### config.mk
export PLATFORM = sky130hd
export DESIGN_NAME = json_string_unescape_core_flat
export DESIGN_NICKNAME = d
export VERILOG_FILES = /design/src/rtl/jsu_pkg.sv /design/src/rtl/jsu_if.sv /design/src/rtl/json_string_unescape_core.sv /design/src/flat_wrapper.sv
export VERILOG_INCLUDE_DIRS = /design/src /design/src/rtl
export SDC_FILE = /design/constraint.sdc
export NUM_CORES = 1
export LEC_CHECK = 0
export BUFFER_PORTS_ARGS = -buffer_cell sky130_fd_sc_hd__buf_2
export CORE_ASPECT_RATIO = 0.75
export CORE_MARGIN = 2
export CORE_UTILIZATION = 53
export DETAILED_ROUTE_END_ITERATION = 12
export MAX_ROUTING_LAYER = met4
export PLACE_DENSITY = 0.76
export SLEW_MARGIN = 20
export SYNTH_ARGS = -nofsm -noshare
export SYNTH_HDL_FRONTEND = slang
export SYNTH_SLANG_ARGS = --single-unit
### constraint.sdc
create_clock -name i_clk -period 23.3 [get_ports i_clk]
set_input_delay 4.66 -clock i_clk [delete_from_list [all_inputs] [get_ports i_clk]]
set_output_delay 4.66 -clock i_clk [all_outputs]
set_load 0.1 [all_outputs]
### src/rtl/assert_macros.svh
// Assertion macros shared by the RTL files.
// Relies on the including module to have i_clk and i_rst_n in scope.
`ifndef ASSERT_MACROS_SVH
`define ASSERT_MACROS_SVH

// Check a property at every rising clock edge outside reset.
`define ASSERT_CLKED(label, prop, msg) \
    label: assert property (@(posedge i_clk) disable iff (!i_rst_n) (prop)) else $error(msg);

// Check a property at every rising clock edge, reset included.
`define ASSERT_ALWAYS(label, prop, msg) \
    label: assert property (@(posedge i_clk) (prop)) else $error(msg);

`endif

### src/rtl/jsu_pkg.sv
// Types, codes and helper functions for the JSON string unescaper.
// No dependencies; used by the channel interfaces and the core.
`default_nettype none

package jsu_pkg;

    // Decoder mode codes
    typedef enum logic [2:0] {
        MODE_NORMAL = 3'd0,
        MODE_ESCAPE = 3'd1,
        MODE_HEX0   = 3'd2,
        MODE_HEX1   = 3'd3,
        MODE_HEX2   = 3'd4,
        MODE_HEX3   = 3'd5,
        MODE_STOP   = 3'd6
    } t_mode;

    // Result status codes
    typedef enum logic [1:0] {
        ST_RUN  = 2'd0,
        ST_DONE = 2'd1,
        ST_ERR  = 2'd2
    } t_status;

    typedef logic [7:0] t_byte;

    localparam t_byte CHR_NUL   = 8'h00;
    localparam t_byte CHR_QUOTE = 8'h22;
    localparam t_byte CHR_BSL   = 8'h5c;
    localparam t_byte CHR_SLASH = 8'h2f;
    localparam t_byte CHR_U     = 8'h75;

    localparam logic [14:0] WRITTEN_MAX = 15'h7fff;
    localparam logic [15:0] BUF_SIZE_RST = 16'd256;

    // Hex digit decode: bit 4 set when the byte is a valid digit.
    function automatic logic [4:0] hex_digit(input t_byte c);
        logic [4:0] r;
        r = 5'd0;
        if (c >= 8'h30 && c <= 8'h39) begin
            r = {1'b1, c[3:0]};
        end else if ((c >= 8'h61 && c <= 8'h66) || (c >= 8'h41 && c <= 8'h46)) begin
            r = {1'b1, c[3:0] + 4'd9};
        end
        return r;
    endfunction

    // Single-letter escapes: bit 8 set when the letter is known.
    function automatic logic [8:0] simple_escape(input t_byte c);
        logic [8:0] r;
        unique case (c)
            8'h6e:     r = {1'b1, 8'h0a};
            8'h72:     r = {1'b1, 8'h0d};
            8'h74:     r = {1'b1, 8'h09};
            8'h62:     r = {1'b1, 8'h08};
            8'h66:     r = {1'b1, 8'h0c};
            CHR_QUOTE: r = {1'b1, CHR_QUOTE};
            CHR_BSL:   r = {1'b1, CHR_BSL};
            CHR_SLASH: r = {1'b1, CHR_SLASH};
            default:   r = 9'd0;
        endcase
        return r;
    endfunction

endpackage

`default_nettype wire

### src/rtl/jsu_if.sv
// Valid/ready channel interfaces for the JSON string unescaper.
// Depends on jsu_pkg for the byte type.
`default_nettype none

interface jsu_in_if;
    logic           valid;
    logic           ready;
    logic           start_req;
    jsu_pkg::t_byte in_byte;

    modport source (output valid, output start_req, output in_byte, input ready);
    modport sink   (input valid, input start_req, input in_byte, output ready);
endinterface

interface jsu_out_if;
    logic           valid;
    logic           ready;
    jsu_pkg::t_byte out_byte0;
    jsu_pkg::t_byte out_byte1;
    jsu_pkg::t_byte out_byte2;
    logic [1:0]     byte_count;
    logic [1:0]     decode_status;

    modport source (output valid, output out_byte0, output out_byte1, output out_byte2,
                    output byte_count, output decode_status, input ready);
    modport sink   (input valid, input out_byte0, input out_byte1, input out_byte2,
                    input byte_count, input decode_status, output ready);
endinterface

`default_nettype wire

### src/rtl/json_string_unescape_core.sv
// JSON string unescaper top level: decoder state, result register, APB register.
// Depends on jsu_pkg, jsu_if.sv and assert_macros.svh.
`default_nettype none
`include "assert_macros.svh"

// Decodes the body of a JSON string one text byte per transfer, starting just
// after the opening quote. Set start_req on the first byte of each string.
// Escapes \n \r \t \b \f \" \\ \/ and \uXXXX (hex in either case) are decoded;
// a \u code point leaves as one to three UTF-8 bytes in one result. Every input
// transfer yields exactly one result transfer carrying up to three bytes, a
// count and a status (running, done at the closing quote, error on an unknown
// escape, a bad hex digit or a NUL end of text). Once done or error, later
// bytes give count 0 and the held status until the next start_req. At most
// buffer_size minus one bytes (and never more than 32767) are emitted per
// string; the rest are dropped without a status change. Throughput is one
// byte per clock while the result register keeps draining: the decode is a
// single pass of logic from the input channel and the decoder state into the
// result register, and input is taken whenever that register is empty or
// being drained in the same cycle. buffer_size sits at APB byte address 0
// and must only be written while no string bytes are in flight.
module json_string_unescape_core (
    input  wire logic        i_clk,
    input  wire logic        i_rst_n,
    jsu_in_if.sink           i_in,
    jsu_out_if.source        o_out,
    input  wire logic        psel,
    input  wire logic        penable,
    input  wire logic        pwrite,
    input  wire logic [1:0]  paddr,
    input  wire logic [31:0] pwdata,
    output logic      [31:0] prdata,
    output logic             pready
);

    // Decoder state
    jsu_pkg::t_mode   r_mode,    n_mode;
    logic [11:0]      r_accum,   n_accum;
    logic [14:0]      r_written, n_written;
    jsu_pkg::t_status r_final,   n_final;
    logic [15:0]      r_buf_size;

    // Result register
    logic             r_out_valid;
    jsu_pkg::t_byte   r_b0, r_b1, r_b2;
    logic [1:0]       r_cnt;
    jsu_pkg::t_status r_status;

    logic in_xfer;
    logic out_xfer;

    // Working copies after an optional start_req clear
    jsu_pkg::t_mode   cur_mode;
    logic [11:0]      cur_accum;
    logic [14:0]      cur_written;
    jsu_pkg::t_status cur_final;

    jsu_pkg::t_byte   c;
    logic [4:0]       hex;
    logic [8:0]       esc;
    logic [15:0]      cp;
    jsu_pkg::t_byte   cand0, cand1, cand2;
    logic [1:0]       cand_n;

    logic [15:0]      lim16;
    logic [14:0]      lim15;
    logic [14:0]      room;
    logic [1:0]       keep;

    jsu_pkg::t_byte   n_b0, n_b1, n_b2;
    jsu_pkg::t_status n_status;

    // Take a new byte whenever the result register is free or drains now.
    assign i_in.ready = !r_out_valid || o_out.ready;
    assign in_xfer    = i_in.valid && i_in.ready;
    assign out_xfer   = r_out_valid && o_out.ready;

    assign o_out.valid         = r_out_valid;
    assign o_out.out_byte0     = r_b0;
    assign o_out.out_byte1     = r_b1;
    assign o_out.out_byte2     = r_b2;
    assign o_out.byte_count    = r_cnt;
    assign o_out.decode_status = r_status;

    // APB: single register, no wait states.
    assign pready = 1'b1;
    assign prdata = {16'd0, r_buf_size};

    always_ff @(posedge i_clk) begin
        if (!i_rst_n) begin
            r_buf_size <= jsu_pkg::BUF_SIZE_RST;
        end else if (psel && penable && pwrite && pready && (paddr == 2'd0)) begin
            r_buf_size <= pwdata[15:0];
        end
    end

    // Decode: start_req clears the state before the byte is looked at.
    always_comb begin
        c           = i_in.in_byte;
        cur_mode    = i_in.start_req ? jsu_pkg::MODE_NORMAL : r_mode;
        cur_accum   = i_in.start_req ? 12'd0 : r_accum;
        cur_written = i_in.start_req ? 15'd0 : r_written;
        cur_final   = i_in.start_req ? jsu_pkg::ST_RUN : r_final;

        hex = jsu_pkg::hex_digit(c);
        esc = jsu_pkg::simple_escape(c);
        cp  = {cur_accum, hex[3:0]};

        n_mode  = cur_mode;
        n_accum = cur_accum;
        n_final = cur_final;
        cand0   = 8'd0;
        cand1   = 8'd0;
        cand2   = 8'd0;
        cand_n  = 2'd0;

        unique case (cur_mode)
            jsu_pkg::MODE_NORMAL: begin
                priority if (c == jsu_pkg::CHR_NUL) begin
                    n_mode  = jsu_pkg::MODE_STOP;
                    n_final = jsu_pkg::ST_ERR;
                end else if (c == jsu_pkg::CHR_QUOTE) begin
                    n_mode  = jsu_pkg::MODE_STOP;
                    n_final = jsu_pkg::ST_DONE;
                end else if (c == jsu_pkg::CHR_BSL) begin
                    n_mode = jsu_pkg::MODE_ESCAPE;
                end else begin
                    cand0  = c;
                    cand_n = 2'd1;
                end
            end
            jsu_pkg::MODE_ESCAPE: begin
                priority if (esc[8]) begin
                    n_mode = jsu_pkg::MODE_NORMAL;
                    cand0  = esc[7:0];
                    cand_n = 2'd1;
                end else if (c == jsu_pkg::CHR_U) begin
                    n_mode  = jsu_pkg::MODE_HEX0;
                    n_accum = 12'd0;
                end else begin
                    n_mode  = jsu_pkg::MODE_STOP;
                    n_final = jsu_pkg::ST_ERR;
                end
            end
            jsu_pkg::MODE_HEX0, jsu_pkg::MODE_HEX1, jsu_pkg::MODE_HEX2: begin
                if (hex[4]) begin
                    n_accum = {cur_accum[7:0], hex[3:0]};
                    unique case (cur_mode)
                        jsu_pkg::MODE_HEX0: n_mode = jsu_pkg::MODE_HEX1;
                        jsu_pkg::MODE_HEX1: n_mode = jsu_pkg::MODE_HEX2;
                        default:            n_mode = jsu_pkg::MODE_HEX3;
                    endcase
                end else begin
                    n_mode  = jsu_pkg::MODE_STOP;
                    n_final = jsu_pkg::ST_ERR;
                end
            end
            jsu_pkg::MODE_HEX3: begin
                if (hex[4]) begin
                    // Last digit: encode the code point as UTF-8.
                    n_mode  = jsu_pkg::MODE_NORMAL;
                    n_accum = cp[11:0];
                    priority if (cp <= 16'h007f) begin
                        cand0  = cp[7:0];
                        cand_n = 2'd1;
                    end else if (cp <= 16'h07ff) begin
                        cand0  = 8'hc0 | {3'd0, cp[10:6]};
                        cand1  = 8'h80 | {2'd0, cp[5:0]};
                        cand_n = 2'd2;
                    end else begin
                        cand0  = 8'he0 | {4'd0, cp[15:12]};
                        cand1  = 8'h80 | {2'd0, cp[11:6]};
                        cand2  = 8'h80 | {2'd0, cp[5:0]};
                        cand_n = 2'd3;
                    end
                end else begin
                    n_mode  = jsu_pkg::MODE_STOP;
                    n_final = jsu_pkg::ST_ERR;
                end
            end
            default: begin
                // Stopped: hold everything until start_req.
            end
        endcase

        // Buffer space: emit while written + 1 < size and written < 32767.
        lim16 = (r_buf_size == 16'd0) ? 16'd0 : r_buf_size - 16'd1;
        lim15 = (lim16 > {1'b0, jsu_pkg::WRITTEN_MAX}) ? jsu_pkg::WRITTEN_MAX : lim16[14:0];
        room  = (lim15 > cur_written) ? lim15 - cur_written : 15'd0;
        keep  = (room >= {13'd0, cand_n}) ? cand_n : room[1:0];

        n_written = cur_written + {13'd0, keep};
        n_b0      = (keep >= 2'd1) ? cand0 : 8'd0;
        n_b1      = (keep >= 2'd2) ? cand1 : 8'd0;
        n_b2      = (keep == 2'd3) ? cand2 : 8'd0;
        n_status  = (n_mode == jsu_pkg::MODE_STOP) ? n_final : jsu_pkg::ST_RUN;
    end

    // Advance the decoder state on every input transfer.
    always_ff @(posedge i_clk) begin
        if (!i_rst_n) begin
            r_mode    <= jsu_pkg::MODE_NORMAL;
            r_accum   <= 12'd0;
            r_written <= 15'd0;
            r_final   <= jsu_pkg::ST_RUN;
        end else if (in_xfer) begin
            r_mode    <= n_mode;
            r_accum   <= n_accum;
            r_written <= n_written;
            r_final   <= n_final;
        end
    end

    // Result register: load on input transfer, drop valid once drained.
    always_ff @(posedge i_clk) begin
        if (!i_rst_n) begin
            r_out_valid <= 1'b0;
        end else if (in_xfer) begin
            r_out_valid <= 1'b1;
        end else if (out_xfer) begin
            r_out_valid <= 1'b0;
        end
    end

    always_ff @(posedge i_clk) begin
        if (in_xfer) begin
            r_b0     <= n_b0;
            r_b1     <= n_b1;
            r_b2     <= n_b2;
            r_cnt    <= keep;
            r_status <= n_status;
        end
    end

    // Bytes only come out while the string is still running.
    `ASSERT_CLKED(a_bytes_only_running,
        (r_out_valid && r_cnt != 2'd0) |-> (r_status == jsu_pkg::ST_RUN),
        "bytes emitted with a final status")

    // The written count advances by exactly the bytes handed out.
    `ASSERT_CLKED(a_written_tracks_count,
        (in_xfer && !i_in.start_req) |=> (r_written == $past(r_written) + {13'd0, r_cnt}),
        "written count out of step with emitted bytes")

    // A stopped decoder yields no bytes and a final status.
    `ASSERT_CLKED(a_stop_is_quiet,
        (in_xfer && !i_in.start_req && r_mode == jsu_pkg::MODE_STOP)
            |=> (r_cnt == 2'd0 && r_status != jsu_pkg::ST_RUN),
        "stopped decoder produced output")

endmodule

`default_nettype wire

### src/flat_wrapper.sv
// flat-port wrapper written by rule: the top's interface ports become plain ports
module json_string_unescape_core_flat 
  (i_clk, i_rst_n, psel, penable, pwrite, paddr, pwdata, prdata, pready, i_in_valid, i_in_start_req, i_in_in_byte, i_in_ready, o_out_valid, o_out_out_byte0, o_out_out_byte1, o_out_out_byte2, o_out_byte_count, o_out_decode_status, o_out_ready);
  jsu_in_if i_in_i ();
  jsu_out_if o_out_i ();
  input  wire logic i_clk;
  input  wire logic i_rst_n;
  input  wire logic psel;
  input  wire logic penable;
  input  wire logic pwrite;
  input  wire logic [1:0] paddr;
  input  wire logic [31:0] pwdata;
  output logic      [31:0] prdata;
  output logic pready;
  input wire logic [$bits(i_in_i.valid)-1:0] i_in_valid;
  input wire logic [$bits(i_in_i.start_req)-1:0] i_in_start_req;
  input wire logic [$bits(i_in_i.in_byte)-1:0] i_in_in_byte;
  output wire logic [$bits(i_in_i.ready)-1:0] i_in_ready;
  output wire logic [$bits(o_out_i.valid)-1:0] o_out_valid;
  output wire logic [$bits(o_out_i.out_byte0)-1:0] o_out_out_byte0;
  output wire logic [$bits(o_out_i.out_byte1)-1:0] o_out_out_byte1;
  output wire logic [$bits(o_out_i.out_byte2)-1:0] o_out_out_byte2;
  output wire logic [$bits(o_out_i.byte_count)-1:0] o_out_byte_count;
  output wire logic [$bits(o_out_i.decode_status)-1:0] o_out_decode_status;
  input wire logic [$bits(o_out_i.ready)-1:0] o_out_ready;
  assign i_in_i.valid = i_in_valid;
  assign i_in_i.start_req = i_in_start_req;
  assign i_in_i.in_byte = i_in_in_byte;
  assign i_in_ready = i_in_i.ready;
  assign o_out_valid = o_out_i.valid;
  assign o_out_out_byte0 = o_out_i.out_byte0;
  assign o_out_out_byte1 = o_out_i.out_byte1;
  assign o_out_out_byte2 = o_out_i.out_byte2;
  assign o_out_byte_count = o_out_i.byte_count;
  assign o_out_decode_status = o_out_i.decode_status;
  assign o_out_i.ready = o_out_ready;
  json_string_unescape_core u_core (.i_clk(i_clk), .i_rst_n(i_rst_n), .i_in(i_in_i), .o_out(o_out_i), .psel(psel), .penable(penable), .pwrite(pwrite), .paddr(paddr), .pwdata(pwdata), .prdata(prdata), .pready(pready));
endmodule
Yosys cells after proc, flatten, opt, wreduce, memory -nomap -nowiden. Index checks and enable logic that the tools add are counted.

Bitwise logic cells: 4. Reduce and logical (&&, ||, !) cells: 21. Add/subtract/negate cells: 4. Multiplexer cells: 50. Magnitude comparators: 13. Eq/ne operators: 16.

Operators with widths (number): $pmux 9 s8 (1); $eq 8x7->1 const B (7); $mux 8 (7); $mux 12 (4); $mux 15 (3); $mux 3 (8); $pmux 12 s2 (1); $pmux 8 s3 (1); $mux 2 (11); $eq 8x6->1 const B (2); $ge 8x7->1 const B (2); $gt 16x15->1 const B (1); $le 16x11->1 const B (1); $le 16x7->1 const B (1); $le 8x7->1 const B (2); $logic_not 16->1 (1); $mux 16 (1); $sub 16x1->16 const B (1); $add 15x2->15 (1); $ge 15x2->1 (1); $gt 15x15->1 (1); $sub 15x15->15 (1); $mux 6 (2); $pmux 2 s3 (2); other kinds (24) (45).

Input bits: 50. Word-level logic and storage cells: 120. Bits in registers: 77. Output and inout port bits: 63.

Logic depth before layout (Yosys ltp). Gate-level depths: netlist of the first run.

Word-level depth: 15. Mapped depth: 37. Mapped depth without buffers: 34.

Worst setup path before layout of the first run. Ideal clock, no wire load.

Path kind: input port to flip-flop. Start: in i_in_start_req. End: reg u_core.r_written[14]. Data required time: 23185 ps. Path buffers: 5. Cell stages on the path: 34. Data arrival time: 11330 ps. Setup slack: 11855 ps. Setup time: 115 ps. Cells stage by stage: inv_1 > clkbuf_1 > clkbuf_1 > buf_1 > nand2_1 > ha_1 > nor2b_1 > o31a_1 > o21bai_1 > a311oi_1 > nor2_1 > or2_2 > ha_1 > nand2b_1 > a21o_1 > a21oi_1 > o211ai_1 > a2111oi_0 > or4b_1 > or3_1 > and3_1 > buf_6 > buf_6 > inv_2 > ha_1 > inv_1 > fa_1 > nor2_1 > nand2_1 > nor3_1 > nor3b_1 > nand4_1 > xor2_1 > and2_1.

Longest elaborated chain between the ends: 9. Elaborated cells between the ends (all ways): 18. Classes of those cells: add/sub (2); order compare (4); eq/ne (2); mux (9); reduce/logical (1).

RTL lines: from (decl) (RTL line flat_wrapper.sv:16) `input wire logic [$bits(i_in_i.start_req)-1:0] i_in_start_req;`; $mux 12 (RTL line json_string_unescape_core.sv:100) `cur_accum = i_in.start_req ? 12'd0 : r_accum;`; $le 16x11->1 (RTL line json_string_unescape_core.sv:165) `end else if (cp <= 16'h07ff) begin`; $mux 1 (RTL line json_string_unescape_core.sv:165); $mux 2 (RTL line json_string_unescape_core.sv:162) `priority if (cp <= 16'h007f) begin`; $mux 2 (RTL line json_string_unescape_core.sv:158) `if (hex[4]) begin`; $pmux 2 s3 (RTL line json_string_unescape_core.sv:116) `unique case (cur_mode)`; $ge 15x2->1 (RTL line json_string_unescape_core.sv:189) `keep = (room >= {13'd0, cand_n}) ? cand_n : room[1:0];`; $mux 2 * (RTL line json_string_unescape_core.sv:189); net u_core.keep[0] (RTL line json_string_unescape_core.sv:67) `logic [1:0] keep;`; $add 15x2->15 * (RTL line json_string_unescape_core.sv:191) `n_written = cur_written + {13'd0, keep};`; to (signal assigned) (RTL line json_string_unescape_core.sv:208) `r_written <= n_written;`; to (decl) (RTL line json_string_unescape_core.sv:38) `logic [14:0] r_written, n_written;`.

The timed path passes the listed nets; every way through them passes the cells marked *. A chain may end at the register's enable or synchronous reset.

Worst setup path after layout of the first run. Same ends and word-level chain as after synthesis.

==> results.sh, run 1 <==
export IMPL_powerDensity_nw_per_um2=65.0
export IMPL_min_path_cells=2
export IMPL_finalSetupTns_ns=0
export IMPL_period_minus_slack_ns=12.58
export IMPL_whs_ns=0.464
export IMPL_final_setup_skew_ns=0.0117
export IMPL_hold_viol=0
export IMPL_drc_errors=0
export IMPL_cts_resized=0
export IMPL_criticalPathCategory="in2reg"
export IMPL_synth_top_flop_cell="dfxtp_1"
export IMPL_portBuffers=77
export IMPL_dieArea_um2=11400
export IMPL_met1_usage_pct=38.6
export IMPL_setup_viol_count_final=0
export IMPL_path_clk_slew_ns=0.06
export IMPL_synth_area_um2=5590
export IMPL_grt_met3_usage_pct=6.34
export IMPL_dp_cells=884
export IMPL_hold_start="u_core.r_written[0]$_SDFFE_PN0P_"
export IMPL_critPathMostFrequentCell="ha_1"
export IMPL_core_um2=10300
export IMPL_routed_wl_um=14400
export IMPL_drt_iter0_drc=473
export IMPL_antenna_left=0
export IMPL_critPathLaunch="i_in_start_req"
export IMPL_max_slew_margin_pct=39.2
export IMPL_slew_viol_final=0
export IMPL_drv_cap=0
export IMPL_placedInstanceArea_um2=5950
export IMPL_post_route_util_pct=60.8
export IMPL_insertion_delay_ns=0.34
export IMPL_hp_class="reg2reg"
export IMPL_dp_hpwl_um=10900
export IMPL_busiest_layer="met1"
export IMPL_critPathSlowestCell="inv_1"
export IMPL_antenna_cells=0
export IMPL_cp_required_ns=23.53
export IMPL_vias=5398
export IMPL_globalplace_congestion=0.941
export IMPL_cts_tree="built"
export IMPL_ys_seq_area_share_pct=31.5
export IMPL_first_global_vias=4727
export IMPL_fmax_mhz=79.5
export IMPL_yosys_warnings=0
export IMPL_firstDrtPassIters=5
export IMPL_grt_max_degree=46
export IMPL_cts_root_buffer="clkbuf_16"
export IMPL_arrival_ns=12.81
export IMPL_antenna_found_initial=0
export IMPL_r2r_slack_ns=13.65
export IMPL_path_max_fanout=31
export IMPL_grt_overflow=0
export IMPL_gr_usage_met2_pct=38.5
export IMPL_syn_to_final_growth_pct=12.0
export IMPL_htreeDepth=3
export IMPL_final_nets=836
export IMPL_stdcell_count=900
export IMPL_report_power_total_mw=0.407
export IMPL_via_per_inst=6.00
export IMPL_grt_pass1_wl_um=23500
export IMPL_ys_ff_latch=75
export IMPL_placementRows=32
export IMPL_rsz0062_at_grt="false"
export IMPL_cts_buffers=9
export IMPL_cts_sinks=75
export IMPL_end_kind="flip-flop"
export IMPL_syn_area_per_cell_um2=7.98
export IMPL_initial_core_util_pct=54.3
export IMPL_nFillCells=916
export IMPL_worstReg2RegStart="u_core.r_buf_size[2]$_SDFFE_PN0P_"
export IMPL_leakage_nw=2.44
export IMPL_async_flop_share_pct=0
export IMPL_die_width_um=123
export IMPL_grt_usage_pct=26.7
export IMPL_drive_gt1_share_pct=14.3
export IMPL_ir_drop_uv=35.5
export IMPL_finalWorstSetupSlack_ns=10.72
export IMPL_pre_cts_ws_ns=10.55
export IMPL_r2r_cells=33
export IMPL_min_delay_worst_endpoint="u_core.r_written[0]$_SDFFE_PN0P_"
export IMPL_status="complete, no violations"
export IMPL_r2r_end="u_core.r_written[14]$_SDFFE_PN0P_"
export IMPL_worstMarginPinSlew_ns=0.910
export IMPL_hold_buffers=0
export IMPL_cp_start_kind="primary input"
export IMPL_clockBufferDepth=2
export IMPL_syn_instance_count=700
export IMPL_synth_edff_count=26
export IMPL_io_pins=113
export IMPL_wl_per_cell_um=16.0
export IMPL_die_h_um=92.9
export IMPL_postLayoutCellArea_um2=6260
export IMPL_synth_cell_types=77
export IMPL_slowest_delay_ns=0.73
export IMPL_fin_crit_sh_pct=54.0
export IMPL_post_cts_buffers=0
[logic make-up (layout without fill, tap and decap cells)]
family / Yosys count / count (layout) / synth area share [%]
buffers and inverters: 75 / 122 / 6.58
other: 2 / 19 / 0.134
muxes: 5 / 5 / 0.896
DFF: 75 / 75 / 31.5
xor gates and xnor gates: 27 / 27 / 4.23
AOI/OAI and AO/OA: 186 / 186 / 22.6
adders and majority gates: 28 / 28 / 6.49
and+or+nand+nor: 302 / 302 / 27.6
[area by class of cell]
cell class | instances | area, um^2 | share of cell area, %
Clock buffer | 10 | 229 | 3.66
Sequential cell | 75 | 1760 | 28.2
Timing Repair Buffer | 79 | 400 | 6.40
Clock inverter | 6 | 72.6 | 1.16
Inverter | 27 | 101 | 1.62
Multi-Input combinational cell | 567 | 3520 | 56.3
Tap cell | 136 | 170 | 2.72
[power by group]
part,internal [mW],switching (mW)
Sequential,0.141,0.00241
Combinational,0.0303,0.0913
Clock,0.0841,0.0573
Total,0.256,0.151
[worst max-delay path, delay by kind of cell]
kind                       cells  cell delay (ns)
xor gates and xnor gates       1             0.18
adders and majority gates      4             1.36
and+or+nand+nor               13             3.39
buffers and inverters          4             1.21
AOI/OAI and AO/OA              8             1.97
[routing by layer]
| layer | share of wire, % | vias up |
|---|---|---|
| met2 | 43 | 276 |
| li1 | - | 2608 |
| met1 | 48 | 2504 |
| met5 | 0 | - |
| met4 | 0.47 | 0 |
| met3 | 9.3 | 10 |
[cells in the final DEF, fill, tap and decap left out, drive strengths merged, types with 7 or more instances in the layout]
master,Yosys,layout
a21o,7,7
o21a,10,10
nor3,28,28
ha,25,25
and2,22,22
and3,9,9
or3,7,7
a21boi,21,21
o22ai,7,7
nor2,49,49
xnor2,17,17
clkbuf,25,10
dfxtp,49,49
nor2b,11,11
o211ai,10,10
inv,27,29
nand2,102,102
nor3b,10,10
nor4,9,9
o21ai,32,32
buf,23,79
nand3,7,7
edfxtp,26,26
nand2b,13,13
conb,2,19
nand4,15,15
xor2,10,10
a21oi,49,49
[sequential cells by signal (all words and copies together) (netlist names)]
register,flops
u_core.o_out.byte_count,2
u_core.o_out.decode_status,2
u_core.o_out.out_byte0,8
u_core.o_out.out_byte1,7
u_core.o_out.out_byte2,7
u_core.o_out.valid,1
u_core.r_accum,12
u_core.r_buf_size,16
u_core.r_final,2
u_core.r_mode,3
u_core.r_written,15
[worst max path at each step]
stage                                              to  cells past startpoint
detailed placement  u_core.r_written[14]$_SDFFE_PN0P_                     30
global route        u_core.r_written[14]$_SDFFE_PN0P_                     30
CTS                 u_core.r_written[14]$_SDFFE_PN0P_                     30
global placement    u_core.r_written[14]$_SDFFE_PN0P_                     30
floorplan           u_core.r_written[14]$_SDFFE_PN0P_                     34
finish              u_core.r_written[14]$_SDFFE_PN0P_                     30
[synth_stat cells (all sizes together) (11+ instances only)]
library cell	count	area, um^2
nand2	102	383
a21oi	49	245
dfxtp	49	981
nor2	49	184
o21ai	32	160
nor3	28	155
inv	27	101
edfxtp	26	781
clkbuf	25	93.8
ha	25	313
buf	23	173
and2	22	138
a21boi	21	158
xnor2	17	149
nand4	15	93.8
nand2b	13	81.3
nor2b	11	68.8
(Power assumes the default switching activity.)
==> run 2, diff against run 1 <==
--- a/config.mk
+++ b/config.mk
@@ -6,13 +6,14 @@
 export SDC_FILE = /design/constraint.sdc
 export NUM_CORES = 1
 export LEC_CHECK = 0
+export ABC_AREA = 1
 export BUFFER_PORTS_ARGS = -buffer_cell sky130_fd_sc_hd__buf_2
 export CORE_ASPECT_RATIO = 0.75
 export CORE_MARGIN = 2
 export CORE_UTILIZATION = 53
 export DETAILED_ROUTE_END_ITERATION = 12
 export MAX_ROUTING_LAYER = met4
-export PLACE_DENSITY = 0.76
+export PLACE_DENSITY = 0.75
 export SLEW_MARGIN = 20
 export SYNTH_ARGS = -nofsm -noshare
 export SYNTH_HDL_FRONTEND = slang
==> constraint.sdc (replaced) <==
create_clock -name i_clk -period 12 [get_ports i_clk]
set_input_delay 2.4 -clock i_clk [delete_from_list [all_inputs] [get_ports i_clk]]
set_output_delay 2.4 -clock i_clk [all_outputs]
set_load 0.1 [all_outputs]
==> results.sh, run 2 <==
export IMPL_status="complete, no violations"
export IMPL_wl_per_cell_um=13.0
export IMPL_end_kind="flip-flop"
export IMPL_drt_iter0_drc=475
export IMPL_die_h_um=97.6
export IMPL_clockBufferDepth=2
export IMPL_period_minus_slack_ns=8.09
export IMPL_ys_seq_area_share_pct=28.5
export IMPL_nFillCells=1132
export IMPL_core_um2=11500
export IMPL_synth_edff_count=26
export IMPL_async_flop_share_pct=0
export IMPL_synthTopCellsByArea="dfxtp_1 (16%), edfxtp_1 (13%), nand2_1 (12%), inv_1 (9.7%), nor2_1 (7.6%)"
export IMPL_initial_core_util_pct=53.8
export IMPL_path_clk_slew_ns=0.06
export IMPL_max_slew_margin_pct=54.5
export IMPL_portBuffers=77
export IMPL_rsz0062_at_grt="false"
export IMPL_top_register="u_core.r_buf_size"
export IMPL_drc_errors=0
export IMPL_setup_viol_count_final=0
export IMPL_criticalPathCategory="in2reg"
export IMPL_fmax_mhz=124
export IMPL_grt_pass1_wl_um=25700
export IMPL_drive_gt1_share_pct=14.0
export IMPL_cts_buffers=9
export IMPL_cp_required_ns=12.23
export IMPL_routed_wl_um=15400
export IMPL_final_common_cell="nand2_1"
export IMPL_slowest_delay_ns=0.47
export IMPL_die_width_um=129
export IMPL_cts_root_buffer="clkbuf_16"
export IMPL_final_setup_skew_ns=0.0122
export IMPL_slew_viol_final=0
export IMPL_placedInstanceArea_um2=6590
export IMPL_firstDrtPassIters=5
export IMPL_globalplace_congestion=0.949
export IMPL_insertion_delay_ns=0.34
export IMPL_yosysMostFrequentCell="nand2_1"
export IMPL_hp_class="reg2reg"
export IMPL_grt_overflow=0
export IMPL_critPathMostFrequentCell="nand3_1"
export IMPL_grt_max_degree=45
export IMPL_stdcell_count=1181
export IMPL_dp_hpwl_um=11900
export IMPL_final_nets=1109
export IMPL_synth_area_um2=6180
export IMPL_critPathSlowestCell="fa_1"
export IMPL_hold_viol=0
export IMPL_synth_top_area_share_pct=15.9
export IMPL_layout_common_cells="nand2_1 (203), inv_1 (159), nor2_1 (125), buf_2 (77), o21ai_0 (75)"
export IMPL_ir_drop_uv=73.3
export IMPL_cts_sinks=75
export IMPL_first_global_vias=5328
export IMPL_antenna_found_initial=0
export IMPL_post_route_util_pct=60.0
export IMPL_via_per_inst=5.25
export IMPL_antenna_cells=0
export IMPL_arrival_ns=8.32
export IMPL_cts_tree="built"
export IMPL_synth_area_leader_cell="dfxtp_1"
export IMPL_dieArea_um2=12600
export IMPL_syn_area_per_cell_um2=6.42
export IMPL_powerDensity_nw_per_um2=127
export IMPL_dp_cells=1165
export IMPL_finalSetupTns_ns=0
export IMPL_worstMarginPinSlew_ns=0.682
export IMPL_drv_cap=0
export IMPL_ys_ff_latch=75
export IMPL_synth_common_cells="nand2_1 (203), inv_1 (159), nor2_1 (125)"
export IMPL_vias=6206
export IMPL_whs_ns=0.457
export IMPL_fin_crit_sh_pct=67.5
export IMPL_cp_start_kind="primary input"
export IMPL_path_max_fanout=20
export IMPL_post_cts_buffers=0
export IMPL_syn_to_final_growth_pct=11.3
export IMPL_yosys_warnings=0
export IMPL_hold_buffers=0
export IMPL_grt_usage_pct=25.8
export IMPL_placementRows=34
export IMPL_postLayoutCellArea_um2=6890
export IMPL_cts_resized=0
export IMPL_leakage_nw=3.43
export IMPL_synth_top_flop_cell="dfxtp_1"
export IMPL_top_regs="u_core.r_buf_size (16), u_core.r_written (15), u_core.r_accum (12)"
export IMPL_antenna_left=0
export IMPL_syn_instance_count=963
export IMPL_synth_cell_types=53
export IMPL_htreeDepth=3
export IMPL_io_pins=113
export IMPL_largest_reg_flops=16
[run 2: cell types whose count changed in the layout (fill, tap and decap cells not counted), moves of 19 or more]
cell,before,now
nor2_1,49,125
inv_1,26,159
nand3_1,7,45
nand2_1,102,203
a21oi_1,49,68
a21boi_0,19,0
o21ai_0,31,75
[run 2: layer usage]
layer  track usage [%]  share of wire, %  vias up
met1              41.5                54     2729
met3              5.40               8.7        4
met2              32.8                37      251
met4              4.10              0.37        0
met5                 -                 0        -
li1                  -                 -     3222
[run 2: cells by family (layout without fill, tap and decap cells)]
logic type / after synthesis / count (layout) / share of synthesized area, %
compound gates: 181 / 181 / 16.3
xor+xnor: 10 / 10 / 1.42
fa+ha+maj: 27 / 27 / 5.71
buf+inv: 208 / 265 / 14.2
flops: 75 / 75 / 28.5
other cells: 2 / 19 / 0.121
simple gates: 460 / 460 / 33.7
[run 2: cell type report]
class / count / area, um^2 / area share (%)
Multi-Input combinational cell: 697 / 3610 / 52.4
Sequential cell: 75 / 1760 / 25.6
Inverter: 170 / 638 / 9.27
Timing Repair Buffer: 79 / 400 / 5.81
Clock buffer: 11 / 254 / 3.69
Tap cell: 144 / 180 / 2.62
Clock inverter: 5 / 43.8 / 0.636
[run 2: worst paths after layout]
kind                                      from                                 to  slack (ns)  cells after the start
min reg2reg   u_core.r_written[0]$_SDFFE_PN0P_   u_core.r_written[0]$_SDFFE_PN0P_        0.46                      2
max reg2reg  u_core.r_buf_size[0]$_SDFFE_PN0P_  u_core.r_written[14]$_SDFFE_PN0P_        4.45                     49
min           u_core.r_written[0]$_SDFFE_PN0P_   u_core.r_written[0]$_SDFFE_PN0P_        0.46                      2
max                             i_in_start_req  u_core.r_written[14]$_SDFFE_PN0P_        3.91                     37
[run 2: through the flow]
stage / total power [mW] / setup slack, ns
floorplan: 0.555 / 4.48
global placement: 0.601 / 3.70
detailed placement: 0.604 / 3.63
CTS: 0.874 / 3.96
global route: 0.922 / 3.33
finish: 0.873 / 3.91
[run 2: critical path, delay by kind of cell]
kind            cells  cell delay (ns)
simple gates       26             3.43
fa+ha+maj           4             1.41
buf+inv             5             0.89
compound gates      2             0.17
[run 2: report_power, final]
part | total, mW | switching (mW) | internal, mW | leakage [nW]
registers | 0.282 | 0.00555 | 0.276 | 0.660
clock network | 0.270 | 0.114 | 0.155 | 0.139
logic | 0.322 | 0.239 | 0.0824 | 2.63
==> run 3, diff against run 2 <==
==> constraint.sdc (replaced) <==
create_clock -name i_clk -period 8.2 [get_ports i_clk]
set_input_delay 1.64 -clock i_clk [delete_from_list [all_inputs] [get_ports i_clk]]
set_output_delay 1.64 -clock i_clk [all_outputs]
set_load 0.1 [all_outputs]
==> results.sh, run 3 (synthesis results as in run 2) <==
export IMPL_status="complete, no violations"
export IMPL_top_regs="u_core.r_buf_size (16), u_core.r_written (15), u_core.r_accum (12)"
export IMPL_insertion_delay_ns=0.34
export IMPL_drive_gt1_share_pct=14.3
export IMPL_layout_common_cells="nand2_1 (203), inv_1 (159), nor2_1 (125), buf_2 (77), o21ai_0 (75)"
export IMPL_slew_viol_final=0
export IMPL_firstDrtPassIters=5
export IMPL_dp_hpwl_um=11900
export IMPL_worstMarginPinSlew_ns=0.889
export IMPL_drc_errors=0
export IMPL_powerDensity_nw_per_um2=185
export IMPL_final_setup_skew_ns=0.0115
export IMPL_portBuffers=77
export IMPL_hold_buffers=0
export IMPL_arrival_ns=7.53
export IMPL_hold_viol=0
export IMPL_globalplace_congestion=0.955
export IMPL_min_path_cells=2
export IMPL_hp_class="reg2reg"
export IMPL_initial_core_util_pct=53.8
export IMPL_drv_cap=0
export IMPL_cts_root_buffer="clkbuf_16"
export IMPL_first_global_vias=5135
export IMPL_clockBufferDepth=2
export IMPL_antenna_found_initial=0
export IMPL_syn_to_final_growth_pct=11.6
export IMPL_setup_viol_count_final=0
export IMPL_criticalPathCategory="reg2reg"
export IMPL_cts_resized=0
export IMPL_end_kind="flip-flop"
export IMPL_ir_drop_uv=156
export IMPL_grt_max_degree=48
export IMPL_cp_start_kind="flip-flop"
export IMPL_die_h_um=97.6
export IMPL_period_minus_slack_ns=7.30
export IMPL_grt_overflow=0
export IMPL_path_max_fanout=16
export IMPL_wl_per_cell_um=13.0
export IMPL_fmax_mhz=137
export IMPL_fin_crit_sh_pct=89.1
export IMPL_die_width_um=129
export IMPL_cts_sinks=75
export IMPL_report_power_total_mw=1.28
export IMPL_final_nets=1110
export IMPL_leakage_nw=3.44
export IMPL_critPathSlowestCell="fa_1"
export IMPL_cts_buffers=9
export IMPL_antenna_cells=0
export IMPL_largest_reg_flops=16
export IMPL_via_per_inst=5.25
export IMPL_top_register="u_core.r_buf_size"
export IMPL_grt_pass1_wl_um=25200
export IMPL_max_slew_margin_pct=40.6
export IMPL_path_clk_slew_ns=0.07
export IMPL_htreeDepth=3
export IMPL_finalSetupTns_ns=0
export IMPL_cts_tree="built"
export IMPL_rsz0062_at_grt="false"
export IMPL_dieArea_um2=12600
export IMPL_cp_required_ns=8.43
export IMPL_routed_wl_um=15400
export IMPL_vias=6206
export IMPL_drt_iter0_drc=577
export IMPL_final_common_cell="nand2_1"
export IMPL_antenna_left=0
export IMPL_placementRows=34
export IMPL_r2r_cells=49
export IMPL_slowest_delay_ns=0.47
export IMPL_post_cts_buffers=0
export IMPL_grt_usage_pct=25.5
export IMPL_io_pins=113
export IMPL_core_um2=11500
run 3: path summary, 6_finish.rpt:
| path | startpoint | endpoint | slack, ns |
|---|---|---|---|
| setup / recovery | u_core.r_buf_size[0]$_SDFFE_PN0P_ | u_core.r_written[14]$_SDFFE_PN0P_ | 0.90 |
| hold / removal | u_core.r_written[0]$_SDFFE_PN0P_ | u_core.r_written[0]$_SDFFE_PN0P_ | 0.46 |
| setup reg to reg | u_core.r_buf_size[0]$_SDFFE_PN0P_ | u_core.r_written[14]$_SDFFE_PN0P_ | 0.90 |
| hold reg to reg | u_core.r_written[0]$_SDFFE_PN0P_ | u_core.r_written[0]$_SDFFE_PN0P_ | 0.46 |
run 3: routing by layer:
metal	up-vias	share of wire, %	wire (um)	track usage [%]
met1	2694	53	8160	41.4
met4	0	0.74	114	5.10
met2	276	37	5760	32.2
met5	-	0	0	-
li1	3225	-	-	-
met3	11	8.8	1360	4.41
run 3: critical path, delay by kind of cell (launching register included):
| family | cells | cell delay [ns] |
|---|---|---|
| AND/OR/NAND/NOR | 31 | 3.84 |
| adder cells (fa/ha/maj) | 5 | 1.61 |
| AO/OA/AOI/OAI | 5 | 0.71 |
| buffers and inverters | 8 | 0.69 |
| flip-flops | 1 | 0.34 |
run 3: stage by stage:
| step | utilization (%) | cells | cell area [um^2] | hold WS, ns | setup WS [ns] |
|---|---|---|---|---|---|
| CTS | 60.0 | 1182 | 6890 | 0.456 | 0.675 |
| detailed placement | 57.4 | 1166 | 6600 | 0.448 | 0.683 |
| finish | 60.1 | 1182 | 6900 | 0.459 | 0.896 |
| global route | 60.1 | 1182 | 6900 | 0.496 | 0.0975 |
| floorplan | - | 980 | 6250 | 0.430 | 1.39 |
| global placement | 57.4 | 1166 | 6600 | 0.441 | 0.851 |
run 3: cell type report:
class | instances | area [um^2]
sequential | 75 | 1760
fill | 1087 | 4590
multi-input combinational | 697 | 3610
clock inverter | 5 | 42.5
timing repair buffer | 80 | 408
inverter | 170 | 638
tap | 144 | 180
clock buffer | 11 | 254
run 3: report_power, final:
group / total [mW] / switching, mW / internal [mW]
clock network: 0.395 / 0.168 / 0.227
registers: 0.412 / 0.00834 / 0.404
logic: 0.471 / 0.350 / 0.121
